[src/hdl/spi_master_register_block_macros.svh]
// Assertion macros for the SPI master register block.
// Every use sees clk_i and rst_ni of the module it stands in.
`ifndef SPI_MASTER_REGISTER_BLOCK_MACROS_SVH
`define SPI_MASTER_REGISTER_BLOCK_MACROS_SVH

`ifndef SYNTHESIS

`define SPI_MRB_ASSERT(name, prop) \
  name: assert property (@(posedge clk_i) disable iff (!rst_ni) prop) \
    else $error("spi_mrb assertion failed");

`define SPI_MRB_ASSERT_NEXT(name, ante, cons) \
  `SPI_MRB_ASSERT(name, (ante) |=> (cons))

`else

`define SPI_MRB_ASSERT(name, prop)

`define SPI_MRB_ASSERT_NEXT(name, ante, cons)

`endif

`endif

[src/hdl/spi_mrb_pkg.sv]
`timescale 1ns / 1ps

package spi_mrb_pkg;

  localparam int unsigned NumSelectsDef = 4;
  localparam int unsigned QueueDepthDef = 8;

  // Item commands
  localparam logic [1:0] CmdRead  = 2'd0;
  localparam logic [1:0] CmdWrite = 2'd1;
  localparam logic [1:0] CmdXfer  = 2'd2;
  localparam logic [1:0] CmdNop   = 2'd3;

  // Register byte offsets
  localparam logic [6:0] AddrClkDiv  = 7'h00;
  localparam logic [6:0] AddrClkMode = 7'h04;
  localparam logic [6:0] AddrCsId    = 7'h10;
  localparam logic [6:0] AddrCsDef   = 7'h14;
  localparam logic [6:0] AddrCsMode  = 7'h18;
  localparam logic [6:0] AddrDelay0  = 7'h28;
  localparam logic [6:0] AddrDelay1  = 7'h2c;
  localparam logic [6:0] AddrFmt     = 7'h40;
  localparam logic [6:0] AddrTxData  = 7'h48;
  localparam logic [6:0] AddrRxData  = 7'h4c;
  localparam logic [6:0] AddrTxMark  = 7'h50;
  localparam logic [6:0] AddrRxMark  = 7'h54;
  localparam logic [6:0] AddrFCtrl   = 7'h60;
  localparam logic [6:0] AddrFFmt    = 7'h64;
  localparam logic [6:0] AddrIe      = 7'h70;
  localparam logic [6:0] AddrIp      = 7'h74;

  // Chip select modes
  localparam logic [1:0] CsModeAuto = 2'd0;
  localparam logic [1:0] CsModeHold = 2'd2;
  localparam logic [1:0] CsModeOff  = 2'd3;

  // Reset values
  localparam logic [11:0] ClkDivRst  = 12'd3;
  localparam logic [31:0] CsDefRst   = 32'hffff_ffff;
  localparam logic [15:0] Delay0Rst  = 16'h0101;
  localparam logic [15:0] Delay1Rst  = 16'h0001;
  localparam logic [3:0]  FmtLenRst  = 4'h8;
  localparam logic [3:0]  FmtLowRst  = 4'h8;
  localparam logic [31:0] FFmtRst    = 32'h0003_0007;

  localparam logic [31:0] FFmtMask   = 32'hffff_3fff;
  localparam logic [31:0] StatusFlag = 32'h8000_0000;

  typedef struct packed {
    logic [1:0]  cmd;
    logic [6:0]  reg_addr;
    logic [31:0] write_data;
    logic [7:0]  miso_byte;
  } item_t;

  typedef struct packed {
    logic [31:0] read_data;
    logic        mosi_valid;
    logic [7:0]  mosi_byte;
    logic [3:0]  chip_selects;
    logic        irq_line;
  } result_t;

  typedef struct packed {
    logic       push;
    logic       pop;
    logic [7:0] wdata;
  } fifo_ctrl_t;

  typedef struct packed {
    logic [3:0] count;
    logic [7:0] head;
  } fifo_stat_t;

endpackage

[src/hdl/spi_mrb_fifo.sv]
`timescale 1ns / 1ps
`include "spi_master_register_block_macros.svh"

module spi_mrb_fifo #(
  parameter int unsigned Depth = spi_mrb_pkg::QueueDepthDef
) (
  input  logic                    clk_i,
  input  logic                    rst_ni,
  input  spi_mrb_pkg::fifo_ctrl_t ctrl_i,
  output spi_mrb_pkg::fifo_stat_t stat_o
);
  import spi_mrb_pkg::*;

  localparam int unsigned PtrW = (Depth > 1) ? $clog2(Depth) : 1;
  localparam int unsigned CntW = $clog2(Depth + 1);
  localparam logic [PtrW-1:0] LastIdx = PtrW'(Depth - 1);

  logic [7:0]      mem_q [Depth];
  logic [7:0]      head_data_q;
  logic [PtrW-1:0] head_q, head_d, tail_q, tail_d;
  logic [CntW-1:0] cnt_q, cnt_d;

  always_comb begin
    head_d = head_q;
    tail_d = tail_q;
    if (ctrl_i.pop) begin
      head_d = (head_q == LastIdx) ? '0 : head_q + PtrW'(1);
    end
    if (ctrl_i.push) begin
      tail_d = (tail_q == LastIdx) ? '0 : tail_q + PtrW'(1);
    end
    cnt_d = cnt_q + CntW'(ctrl_i.push) - CntW'(ctrl_i.pop);
  end

  always_ff @(posedge clk_i or negedge rst_ni) begin
    if (!rst_ni) begin
      head_q <= '0;
      tail_q <= '0;
      cnt_q  <= '0;
    end else begin
      head_q <= head_d;
      tail_q <= tail_d;
      cnt_q  <= cnt_d;
    end
  end

  // Register the entry at the next head; a push into that slot bypasses the array
  always_ff @(posedge clk_i) begin
    if (ctrl_i.push) begin
      mem_q[tail_q] <= ctrl_i.wdata;
    end
    head_data_q <= (ctrl_i.push && (tail_q == head_d)) ? ctrl_i.wdata : mem_q[head_d];
  end

  assign stat_o.count = 4'(cnt_q);
  assign stat_o.head  = head_data_q;

  `SPI_MRB_ASSERT(a_cnt_bound, (cnt_q <= CntW'(Depth)))
  `SPI_MRB_ASSERT(a_no_overflow, (ctrl_i.push |-> (cnt_q != CntW'(Depth))))
  `SPI_MRB_ASSERT(a_no_underflow, (ctrl_i.pop |-> (cnt_q != '0)))

endmodule

[src/hdl/spi_mrb_core.sv]
`timescale 1ns / 1ps
`include "spi_master_register_block_macros.svh"

module spi_mrb_core #(
  parameter int unsigned NumSelects = spi_mrb_pkg::NumSelectsDef,
  parameter int unsigned QueueDepth = spi_mrb_pkg::QueueDepthDef
) (
  input  logic                 clk_i,
  input  logic                 rst_ni,
  input  logic                 en_i,
  input  spi_mrb_pkg::item_t   item_i,
  output spi_mrb_pkg::result_t result_o
);
  import spi_mrb_pkg::*;

  localparam logic [3:0] LineMask = 4'((1 << NumSelects) - 1);
  localparam logic [1:0] IdMask   = 2'((1 << $clog2(NumSelects)) - 1);
  localparam logic [3:0] FullCnt  = 4'(QueueDepth);

  logic [11:0] clk_div_q, clk_div_d;
  logic [1:0]  clk_mode_q, clk_mode_d;
  logic [1:0]  cs_id_q, cs_id_d;
  logic [31:0] cs_def_q, cs_def_d;
  logic [1:0]  cs_mode_q, cs_mode_d;
  logic [15:0] dly0_q, dly0_d, dly1_q, dly1_d;
  logic [3:0]  fmt_len_q, fmt_len_d, fmt_low_q, fmt_low_d;
  logic [2:0]  tx_mark_q, tx_mark_d, rx_mark_q, rx_mark_d;
  logic        fctrl_q, fctrl_d;
  logic [31:0] ffmt_q, ffmt_d;
  logic [1:0]  ie_q, ie_d;
  logic [3:0]  lines_q, lines_d;

  fifo_ctrl_t tx_ctrl, rx_ctrl;
  fifo_stat_t tx_stat, rx_stat;

  logic        is_rd, is_wr, xfer;
  logic        tx_full, rx_full, rx_empty;
  logic [1:0]  ip_now, ip_next;
  logic [3:0]  tx_cnt_d, rx_cnt_d;
  logic [31:0] rdata;
  logic [1:0]  new_id;
  logic [3:0]  base_lines, sel_lines, shift_lines;
  logic [3:0]  len_eff;
  logic [7:0]  len_mask;

  spi_mrb_fifo #(.Depth(QueueDepth)) u_tx_fifo (
    .clk_i  (clk_i),
    .rst_ni (rst_ni),
    .ctrl_i (tx_ctrl),
    .stat_o (tx_stat)
  );

  spi_mrb_fifo #(.Depth(QueueDepth)) u_rx_fifo (
    .clk_i  (clk_i),
    .rst_ni (rst_ni),
    .ctrl_i (rx_ctrl),
    .stat_o (rx_stat)
  );

  assign is_rd    = (item_i.cmd == CmdRead);
  assign is_wr    = (item_i.cmd == CmdWrite);
  assign xfer     = (item_i.cmd == CmdXfer) && (tx_stat.count != '0);
  assign tx_full  = (tx_stat.count == FullCnt);
  assign rx_full  = (rx_stat.count == FullCnt);
  assign rx_empty = (rx_stat.count == '0);
  assign ip_now   = {rx_stat.count > {1'b0, rx_mark_q}, tx_stat.count < {1'b0, tx_mark_q}};
  assign new_id   = item_i.write_data[1:0] & IdMask;

  // Lines with the selected chip select flipped to its active level
  always_comb begin
    sel_lines = cs_def_q[3:0] & LineMask;
    if ({1'b0, cs_id_q} < 3'(NumSelects)) begin
      sel_lines = (sel_lines ^ (4'd1 << cs_id_q)) & LineMask;
    end
    shift_lines = (cs_mode_q != CsModeOff) ? sel_lines : lines_q;
  end

  always_comb begin
    rdata = '0;
    case (item_i.reg_addr)
      AddrClkDiv:  rdata = {20'd0, clk_div_q};
      AddrClkMode: rdata = {30'd0, clk_mode_q};
      AddrCsId:    rdata = {30'd0, cs_id_q};
      AddrCsDef:   rdata = cs_def_q;
      AddrCsMode:  rdata = {30'd0, cs_mode_q};
      AddrDelay0:  rdata = {8'd0, dly0_q[15:8], 8'd0, dly0_q[7:0]};
      AddrDelay1:  rdata = {8'd0, dly1_q[15:8], 8'd0, dly1_q[7:0]};
      AddrFmt:     rdata = {12'd0, fmt_len_q, 12'd0, fmt_low_q};
      AddrTxData:  rdata = tx_full ? StatusFlag : '0;
      AddrRxData:  rdata = rx_empty ? StatusFlag : {24'd0, rx_stat.head};
      AddrTxMark:  rdata = {29'd0, tx_mark_q};
      AddrRxMark:  rdata = {29'd0, rx_mark_q};
      AddrFCtrl:   rdata = {31'd0, fctrl_q};
      AddrFFmt:    rdata = ffmt_q;
      AddrIe:      rdata = {30'd0, ie_q};
      AddrIp:      rdata = {30'd0, ip_now};
      default:     rdata = '0;
    endcase
  end

  always_comb begin
    clk_div_d  = clk_div_q;
    clk_mode_d = clk_mode_q;
    cs_id_d    = cs_id_q;
    cs_def_d   = cs_def_q;
    cs_mode_d  = cs_mode_q;
    dly0_d     = dly0_q;
    dly1_d     = dly1_q;
    fmt_len_d  = fmt_len_q;
    fmt_low_d  = fmt_low_q;
    tx_mark_d  = tx_mark_q;
    rx_mark_d  = rx_mark_q;
    fctrl_d    = fctrl_q;
    ffmt_d     = ffmt_q;
    ie_d       = ie_q;
    lines_d    = lines_q;
    base_lines = item_i.write_data[3:0] & LineMask;
    if (is_wr) begin
      case (item_i.reg_addr)
        AddrClkDiv:  clk_div_d = item_i.write_data[11:0];
        AddrClkMode: clk_mode_d = item_i.write_data[1:0];
        AddrCsId: begin
          if (({1'b0, new_id} < 3'(NumSelects)) && (new_id != cs_id_q)) begin
            cs_id_d = new_id;
            lines_d = cs_def_q[3:0] & LineMask;
          end
        end
        AddrCsDef: begin
          if (item_i.write_data != cs_def_q) begin
            cs_def_d = item_i.write_data;
            lines_d  = base_lines;
          end
        end
        AddrCsMode: begin
          if (item_i.write_data[1:0] != cs_mode_q) begin
            cs_mode_d = item_i.write_data[1:0];
            lines_d   = cs_def_q[3:0] & LineMask;
          end
        end
        AddrDelay0:  dly0_d = {item_i.write_data[23:16], item_i.write_data[7:0]};
        AddrDelay1:  dly1_d = {item_i.write_data[23:16], item_i.write_data[7:0]};
        AddrFmt: begin
          fmt_len_d = item_i.write_data[19:16];
          fmt_low_d = item_i.write_data[3:0];
        end
        AddrTxMark:  tx_mark_d = item_i.write_data[2:0];
        AddrRxMark:  rx_mark_d = item_i.write_data[2:0];
        AddrFCtrl:   fctrl_d = item_i.write_data[0];
        AddrFFmt:    ffmt_d = item_i.write_data & FFmtMask;
        AddrIe:      ie_d = item_i.write_data[1:0];
        default:     ;
      endcase
    end else if (xfer) begin
      // Auto mode drops the chip select again once the byte is out
      lines_d = (cs_mode_q == CsModeAuto) ? (cs_def_q[3:0] & LineMask) : shift_lines;
    end
  end

  always_comb begin
    tx_ctrl.push  = en_i && is_wr && (item_i.reg_addr == AddrTxData) && !tx_full;
    tx_ctrl.pop   = en_i && xfer;
    tx_ctrl.wdata = item_i.write_data[7:0];
    rx_ctrl.push  = en_i && xfer && !rx_full && !fmt_low_q[3];
    rx_ctrl.pop   = en_i && is_rd && (item_i.reg_addr == AddrRxData) && !rx_empty;
    rx_ctrl.wdata = item_i.miso_byte;
    tx_cnt_d = tx_stat.count + 4'(tx_ctrl.push) - 4'(tx_ctrl.pop);
    rx_cnt_d = rx_stat.count + 4'(rx_ctrl.push) - 4'(rx_ctrl.pop);
    ip_next  = {rx_cnt_d > {1'b0, rx_mark_d}, tx_cnt_d < {1'b0, tx_mark_d}};
  end

  assign len_eff  = (fmt_len_q > 4'd8) ? 4'd8 : fmt_len_q;
  assign len_mask = ~(8'hff << len_eff);

  always_comb begin
    result_o.read_data    = is_rd ? rdata : '0;
    result_o.mosi_valid   = xfer;
    result_o.mosi_byte    = xfer ? (tx_stat.head & len_mask) : '0;
    result_o.chip_selects = xfer ? shift_lines : lines_d;
    result_o.irq_line     = |(ie_d & ip_next);
  end

  always_ff @(posedge clk_i or negedge rst_ni) begin
    if (!rst_ni) begin
      clk_div_q  <= ClkDivRst;
      clk_mode_q <= '0;
      cs_id_q    <= '0;
      cs_def_q   <= CsDefRst;
      cs_mode_q  <= CsModeAuto;
      dly0_q     <= Delay0Rst;
      dly1_q     <= Delay1Rst;
      fmt_len_q  <= FmtLenRst;
      fmt_low_q  <= FmtLowRst;
      tx_mark_q  <= '0;
      rx_mark_q  <= '0;
      fctrl_q    <= 1'b1;
      ffmt_q     <= FFmtRst;
      ie_q       <= '0;
      lines_q    <= CsDefRst[3:0] & LineMask;
    end else if (en_i) begin
      clk_div_q  <= clk_div_d;
      clk_mode_q <= clk_mode_d;
      cs_id_q    <= cs_id_d;
      cs_def_q   <= cs_def_d;
      cs_mode_q  <= cs_mode_d;
      dly0_q     <= dly0_d;
      dly1_q     <= dly1_d;
      fmt_len_q  <= fmt_len_d;
      fmt_low_q  <= fmt_low_d;
      tx_mark_q  <= tx_mark_d;
      rx_mark_q  <= rx_mark_d;
      fctrl_q    <= fctrl_d;
      ffmt_q     <= ffmt_d;
      ie_q       <= ie_d;
      lines_q    <= lines_d;
    end
  end

  `SPI_MRB_ASSERT(a_cs_id_range, ({1'b0, cs_id_q} < 3'(NumSelects)))
  `SPI_MRB_ASSERT(a_lines_masked, ((lines_q & ~LineMask) == 4'd0))
  `SPI_MRB_ASSERT(a_pop_needs_xfer, (tx_ctrl.pop |-> (item_i.cmd == CmdXfer)))
  `SPI_MRB_ASSERT_NEXT(a_auto_release, (en_i && xfer && (cs_mode_q == CsModeAuto)),
    (lines_q == (cs_def_q[3:0] & LineMask)))

endmodule

[src/hdl/spi_master_register_block.sv]
`timescale 1ns / 1ps
`include "spi_master_register_block_macros.svh"

// SPI master register block: each transaction on the input channel is a bus read, a bus
// write, one transfer slot or a no-op, and yields exactly one result transaction. The
// block takes one item per clock cycle while the output is not stalled; an item is held
// in an input register, decoded combinationally against the register file and the two
// byte FIFOs, and its result is then written into the result register. The only stall
// comes from the output side: when both the input and the result register are full and
// the result is not taken, input ready drops. No clearing pass is needed after reset.
module spi_master_register_block #(
  parameter int unsigned NumSelects = spi_mrb_pkg::NumSelectsDef,
  parameter int unsigned QueueDepth = spi_mrb_pkg::QueueDepthDef
) (
  input  logic                 clk_i,
  input  logic                 rst_ni,
  input  logic                 in_valid_i,
  output logic                 in_ready_o,
  input  spi_mrb_pkg::item_t   in_data_i,
  output logic                 out_valid_o,
  input  logic                 out_ready_i,
  output spi_mrb_pkg::result_t out_data_o
);
  import spi_mrb_pkg::*;

  item_t   in_q;
  result_t out_q, result;
  logic    in_valid_q, out_valid_q;
  logic    in_valid_d, out_valid_d;
  logic    advance, accept;

  assign advance    = in_valid_q && (!out_valid_q || out_ready_i);
  assign in_ready_o = !in_valid_q || advance;
  assign accept     = in_valid_i && in_ready_o;

  spi_mrb_core #(
    .NumSelects (NumSelects),
    .QueueDepth (QueueDepth)
  ) u_core (
    .clk_i    (clk_i),
    .rst_ni   (rst_ni),
    .en_i     (advance),
    .item_i   (in_q),
    .result_o (result)
  );

  always_comb begin
    in_valid_d = in_valid_q;
    if (accept) begin
      in_valid_d = 1'b1;
    end else if (advance) begin
      in_valid_d = 1'b0;
    end
    out_valid_d = out_valid_q;
    if (advance) begin
      out_valid_d = 1'b1;
    end else if (out_ready_i) begin
      out_valid_d = 1'b0;
    end
  end

  always_ff @(posedge clk_i or negedge rst_ni) begin
    if (!rst_ni) begin
      in_valid_q  <= 1'b0;
      out_valid_q <= 1'b0;
    end else begin
      in_valid_q  <= in_valid_d;
      out_valid_q <= out_valid_d;
    end
  end

  // Payload registers: load on the handshake, hold otherwise
  always_ff @(posedge clk_i) begin
    if (accept) begin
      in_q <= in_data_i;
    end
    if (advance) begin
      out_q <= result;
    end
  end

  assign out_valid_o = out_valid_q;
  assign out_data_o  = out_q;

  `SPI_MRB_ASSERT(a_stall_cause, (!in_ready_o |-> (in_valid_q && out_valid_q && !out_ready_i)))
  `SPI_MRB_ASSERT_NEXT(a_advance_fills_out, advance, out_valid_q)
  `SPI_MRB_ASSERT(a_idle_mosi_zero,
    ((out_valid_q && !out_q.mosi_valid) |-> (out_q.mosi_byte == 8'd0)))
  `SPI_MRB_ASSERT(a_xfer_no_rdata, ((out_valid_q && out_q.mosi_valid) |-> (out_q.read_data == '0)))

endmodule
[config.mk]
export PLATFORM = sky130hd
export DESIGN_NAME = spi_master_register_block
export DESIGN_NICKNAME = d
export VERILOG_FILES = /design/src/hdl/spi_mrb_pkg.sv /design/src/hdl/spi_mrb_fifo.sv /design/src/hdl/spi_mrb_core.sv /design/src/hdl/spi_master_register_block.sv
export VERILOG_INCLUDE_DIRS = /design/src /design/src/hdl
export SDC_FILE = /design/constraint.sdc
export NUM_CORES = 1
export LEC_CHECK = 0
export ABC_CLOCK_PERIOD_IN_PS = 4900
export BUFFER_PORTS_ARGS = -buffer_cell sky130_fd_sc_hd__buf_2
export CORE_MARGIN = 1.5
export CORE_UTILIZATION = 50
export DETAILED_ROUTE_END_ITERATION = 8
export PLACE_DENSITY_LB_ADDON = 0.1
export SYNTH_ARGS = -nofsm -noshare
export SYNTH_HDL_FRONTEND = slang
export SYNTH_SLANG_ARGS = --single-unit
export TNS_END_PERCENT = 30
[constraint.sdc]
create_clock -name clk_i -period 4.9 [get_ports clk_i]
set_clock_uncertainty 0.05 [all_clocks]
set_input_delay 0.49 -clock clk_i [delete_from_list [all_inputs] [get_ports clk_i]]
set_output_delay 0.49 -clock clk_i [all_outputs]
set_load 0.1 [all_outputs]
==> flow_summary.json <==
{
  "status": "finished clean",
  "p_seq_share_pct": 46.4,
  "synth_nets": 1207,
  "power_density_nw_per_um2": 434,
  "top_layer_used": "met4",
  "hold_depth": 1,
  "root_buffer": "clkbuf_16",
  "grt_start_max_net_pins": 89,
  "fin_crit_ps": 3980,
  "swShare_pct": 27.1,
  "row_count": 66,
  "combPwrFrac_pct": 14.9,
  "synth_ff_type": "edfxtp_1",
  "antenna_left": 0,
  "cts_buffer_depth": 3,
  "dp_slack_ps": 917,
  "relSlewSlack_pct": 32.3,
  "crit_family": "simple AND/OR/NAND/NOR gates",
  "async_reset_ff_share_pct": 40.4,
  "fin_hold_ws_ps": 62.0,
  "met2WireLength_um": 17900,
  "drc": 0,
  "avgRoutedWirePerCell_um": 21.9,
  "cts-htree-levels": 2,
  "fin_tns_setup_ps": 0,
  "hold_buffers": 1,
  "cts_tree": "built",
  "start_util_pct": 51.2,
  "wl_met1_um": 17100,
  "ctsResizeCount": 0,
  "cts_buffers": 42,
  "vdd_ir_drop_max_mv": 0.356,
  "worst_slack_ps": 920,
  "yosysWarnings": 0,
  "reg2reg_slack_ps": 920,
  "dr.pass1.iters": 5,
  "die_w_um": 186,
  "p_total_mw": 8.37,
  "drv_slew": 0,
  "worstSetupPathType": "reg -> reg",
  "cp_num_cells": 14,
  "hp-class": "in -> reg",
  "areaGrowthSynthToFinish_pct": 14.6,
  "dpl_cell_area_um2": 17800,
  "worstPathCellList": "nor2_1 > and4_1 > and3_1 > and3_1 > ha_1 > inv_1 > ha_1 > fa_1 > ha_1 > a21o_1 > a21oi_1 > a31oi_1 > nor2_1 > o2bb2ai_1",
  "rr_worst_depth": 14,
  "gp_congestion": 0.867,
  "min_from": "in_data_i[9]",
  "wl_met3_um": 1670,
  "final_area_um2": 19300,
  "worst_slew_pin_slew_ps": 1010,
  "routed_wirelength_um": 37500,
  "grt_pass1_vias": 10097,
  "cp-start-kind": "flop",
  "hpwlAfterDp_um": 24200,
  "pwr-share-clk_pct": 38.7,
  "clk_pin_slew_ps": 60,
  "synth_edf_count": 223,
  "clock_sinks": 384,
  "io_buffers": 100,
  "endpoint_kind": "flop",
  "core_area_um2": 32900,
  "setup_viol": 0,
  "dieArea_um2": 34800,
  "viasPerCell": 5.67,
  "crit_required_ps": 5150,
  "power.switching_mw": 2.27,
  "syn_area_per_cell_um2": 15.0,
  "internal_power_mw": 6.10,
  "yosysUniqueCellTypes": 64,
  "pin_count": 101,
  "slowest_delay_ps": 590,
  "clock_latency_ps": 550,
  "gr-total-overflow": 0,
  "reg2reg_to": "out_data_o[0]",
  "gr-usage-all-layers_pct": 22.0,
  "cp_num_buf_inv": 1,
  "finalHoldViolations": 0,
  "vias": 9710,
  "drv_cap": 0,
  "ys_seq_area_share_pct": 63.9,
  "synth_cells": 1122,
  "arrival_ps": 4230,
  "cp_max_fo": 14,
  "nNetsFinal": 1321,
  "rsz0062_at_grt": "false",
  "leakagePower_nw": 7.50,
  "cts_setup_buffers": 0,
  "drt-initial-drc-count": 713,
  "die_h_um": 186,
  "grt_antenna_before_repair": 0,
  "fin_crit_sh_pct": 81.2,
  "synth_seq_cells": 384,
  "hold_end": "in_q[9]",
  "critPathMostFrequentCell": "ha_1",
  "fmax_mhz": 251,
  "grt_first_pass_wirelength_um": 58600,
  "rr_startpoint": "in_q[45]",
  "synth_area_um2": 16800,
  "cpMaxStageDelayCell": "edfxtp_1",
  "drive_above_1_share_pct": 34.2,
  "antenna_cells": 0
}
-- state kept, by name, indices dropped and copies added (netlist names), 2 cells and up, named ones only --
signal,count
u_core.clk_mode_q,2
u_core.u_tx_fifo.mem_q,64
u_core.dly1_q,16
u_core.ffmt_q,30
u_core.u_tx_fifo.tail_q,3
u_core.u_tx_fifo.cnt_q,4
in_q,49
u_core.u_rx_fifo.cnt_q,4
u_core.ie_q,2
u_core.u_tx_fifo.head_q,3
u_core.fmt_low_q,4
u_core.cs_def_q,32
u_core.cs_mode_q,2
u_core.fmt_len_q,4
u_core.lines_q,4
u_core.dly0_q,16
u_core.cs_id_q,2
u_core.u_rx_fifo.head_q,3
u_core.clk_div_q,12
u_core.tx_mark_q,3
u_core.u_rx_fifo.mem_q,64
out_data_o,46
u_core.u_rx_fifo.tail_q,3
u_core.rx_mark_q,3
-- kinds of logic after synthesis --
family | count (synthesis) | synth area share (%)
AOI/OAI and AO/OA | 143 | 5.67
adders and majority gates | 33 | 2.53
DFF | 384 | 63.9
muxes | 208 | 16.5
buffers and inverters | 91 | 2.55
xor gates and xnor gates | 42 | 2.19
and+or+nand+nor | 221 | 6.60
-- worst max-delay path by stage --
stage	from	slack, ps	endpoint
floorplan	out_valid_o	380	out_data_o[0]
global placement	in_q[45]	1010	out_data_o[0]
detailed placement	in_q[45]	920	out_data_o[0]
CTS	in_q[45]	920	out_data_o[0]
global route	in_q[45]	700	out_data_o[0]
finish	in_q[45]	920	out_data_o[0]
-- routing by layer --
layer  up-vias  GRT usage, %
met2       242          35.9
met3        52          3.18
met5         -             0
met1      4962          30.9
li1       4454             -
met4         0          6.41
-- cells in the mapped netlist (all sizes together) (11+ instances only) --
| cell type | n | area, µm² |
|---|---|---|
| nand4 | 13 | 81.3 |
| a21oi | 37 | 189 |
| nand2b | 12 | 75.1 |
| nand2 | 55 | 206 |
| o21ai | 23 | 115 |
| mux2i | 37 | 370 |
| nor3 | 26 | 135 |
| inv | 31 | 116 |
| mux4 | 33 | 743 |
| and3 | 11 | 68.8 |
| xnor2 | 37 | 324 |
| mux2 | 138 | 1670 |
| ha | 30 | 375 |
| a22oi | 24 | 180 |
| buf | 34 | 215 |
| edfxtp | 223 | 6700 |
| dfrtp | 106 | 2650 |
| clkbuf | 26 | 97.6 |
| nand3 | 12 | 60.1 |
| nor2 | 59 | 221 |
| dfstp | 49 | 1290 |
| a221oi | 14 | 123 |
| nor4 | 11 | 96.3 |
| a21o | 11 | 82.6 |
-- through the flow --
stage | utilization, % | std cells
6_report | 58.6 | 1712
3_5_place_dp | 54.2 | 1633
3_3_place_gp | 54.2 | 1633
4_1_cts | 58.6 | 1712
5_1_grt | 58.6 | 1712
2_1_floorplan | - | 1122
-- worst reg2reg max path: stages, from the launching register on --
cell and delay (ps):
edfxtp_1 590, nor2_1 260, and4_1 340, and3_1 350, and3_1 350, ha_1 280, inv_1 50, ha_1 180
fa_1 450, ha_1 300, a21o_1 180, a21oi_1 130, a31oi_1 50, nor2_1 90, o2bb2ai_1 70
-- cell type report --
| type | count | area [µm²] |
|---|---|---|
| clock buffer | 58 | 1210 |
| timing repair buffer | 130 | 747 |
| multi-input combinational | 647 | 5660 |
| sequential | 384 | 10800 |
| fill | 2640 | 13600 |
| tap | 442 | 553 |
| clock inverter | 20 | 225 |
| inverter | 31 | 116 |
-- power by group through the flow --
stage | Clock, mW | Combinational (mW) | Sequential, mW
final | 3.24 | 1.25 | 3.88
after global routing | 3.42 | 1.38 | 3.91
after CTS | 3.30 | 1.27 | 3.88
after detailed placement | 0 | 1.26 | 3.94
after global placement | 0 | 1.24 | 3.94
after floorplan | 0 | 0.774 | 4.06
-- cells in the final DEF, fill, tap and decap left out, types with 22 or more instances in the layout --
master,count
o21ai_0,23
buf_2,99
clkbuf_16,44
mux2_4,30
nand2_1,55
buf_4,28
nor3_1,22
nor2_1,57
mux2i_1,37
mux4_2,33
a21oi_1,36
ha_1,30
edfxtp_1,223
xnor2_1,37
mux2_2,108
dfstp_2,49
dfrtp_1,106
inv_1,30
a22oi_1,24
(Power assumes the default switching activity.)
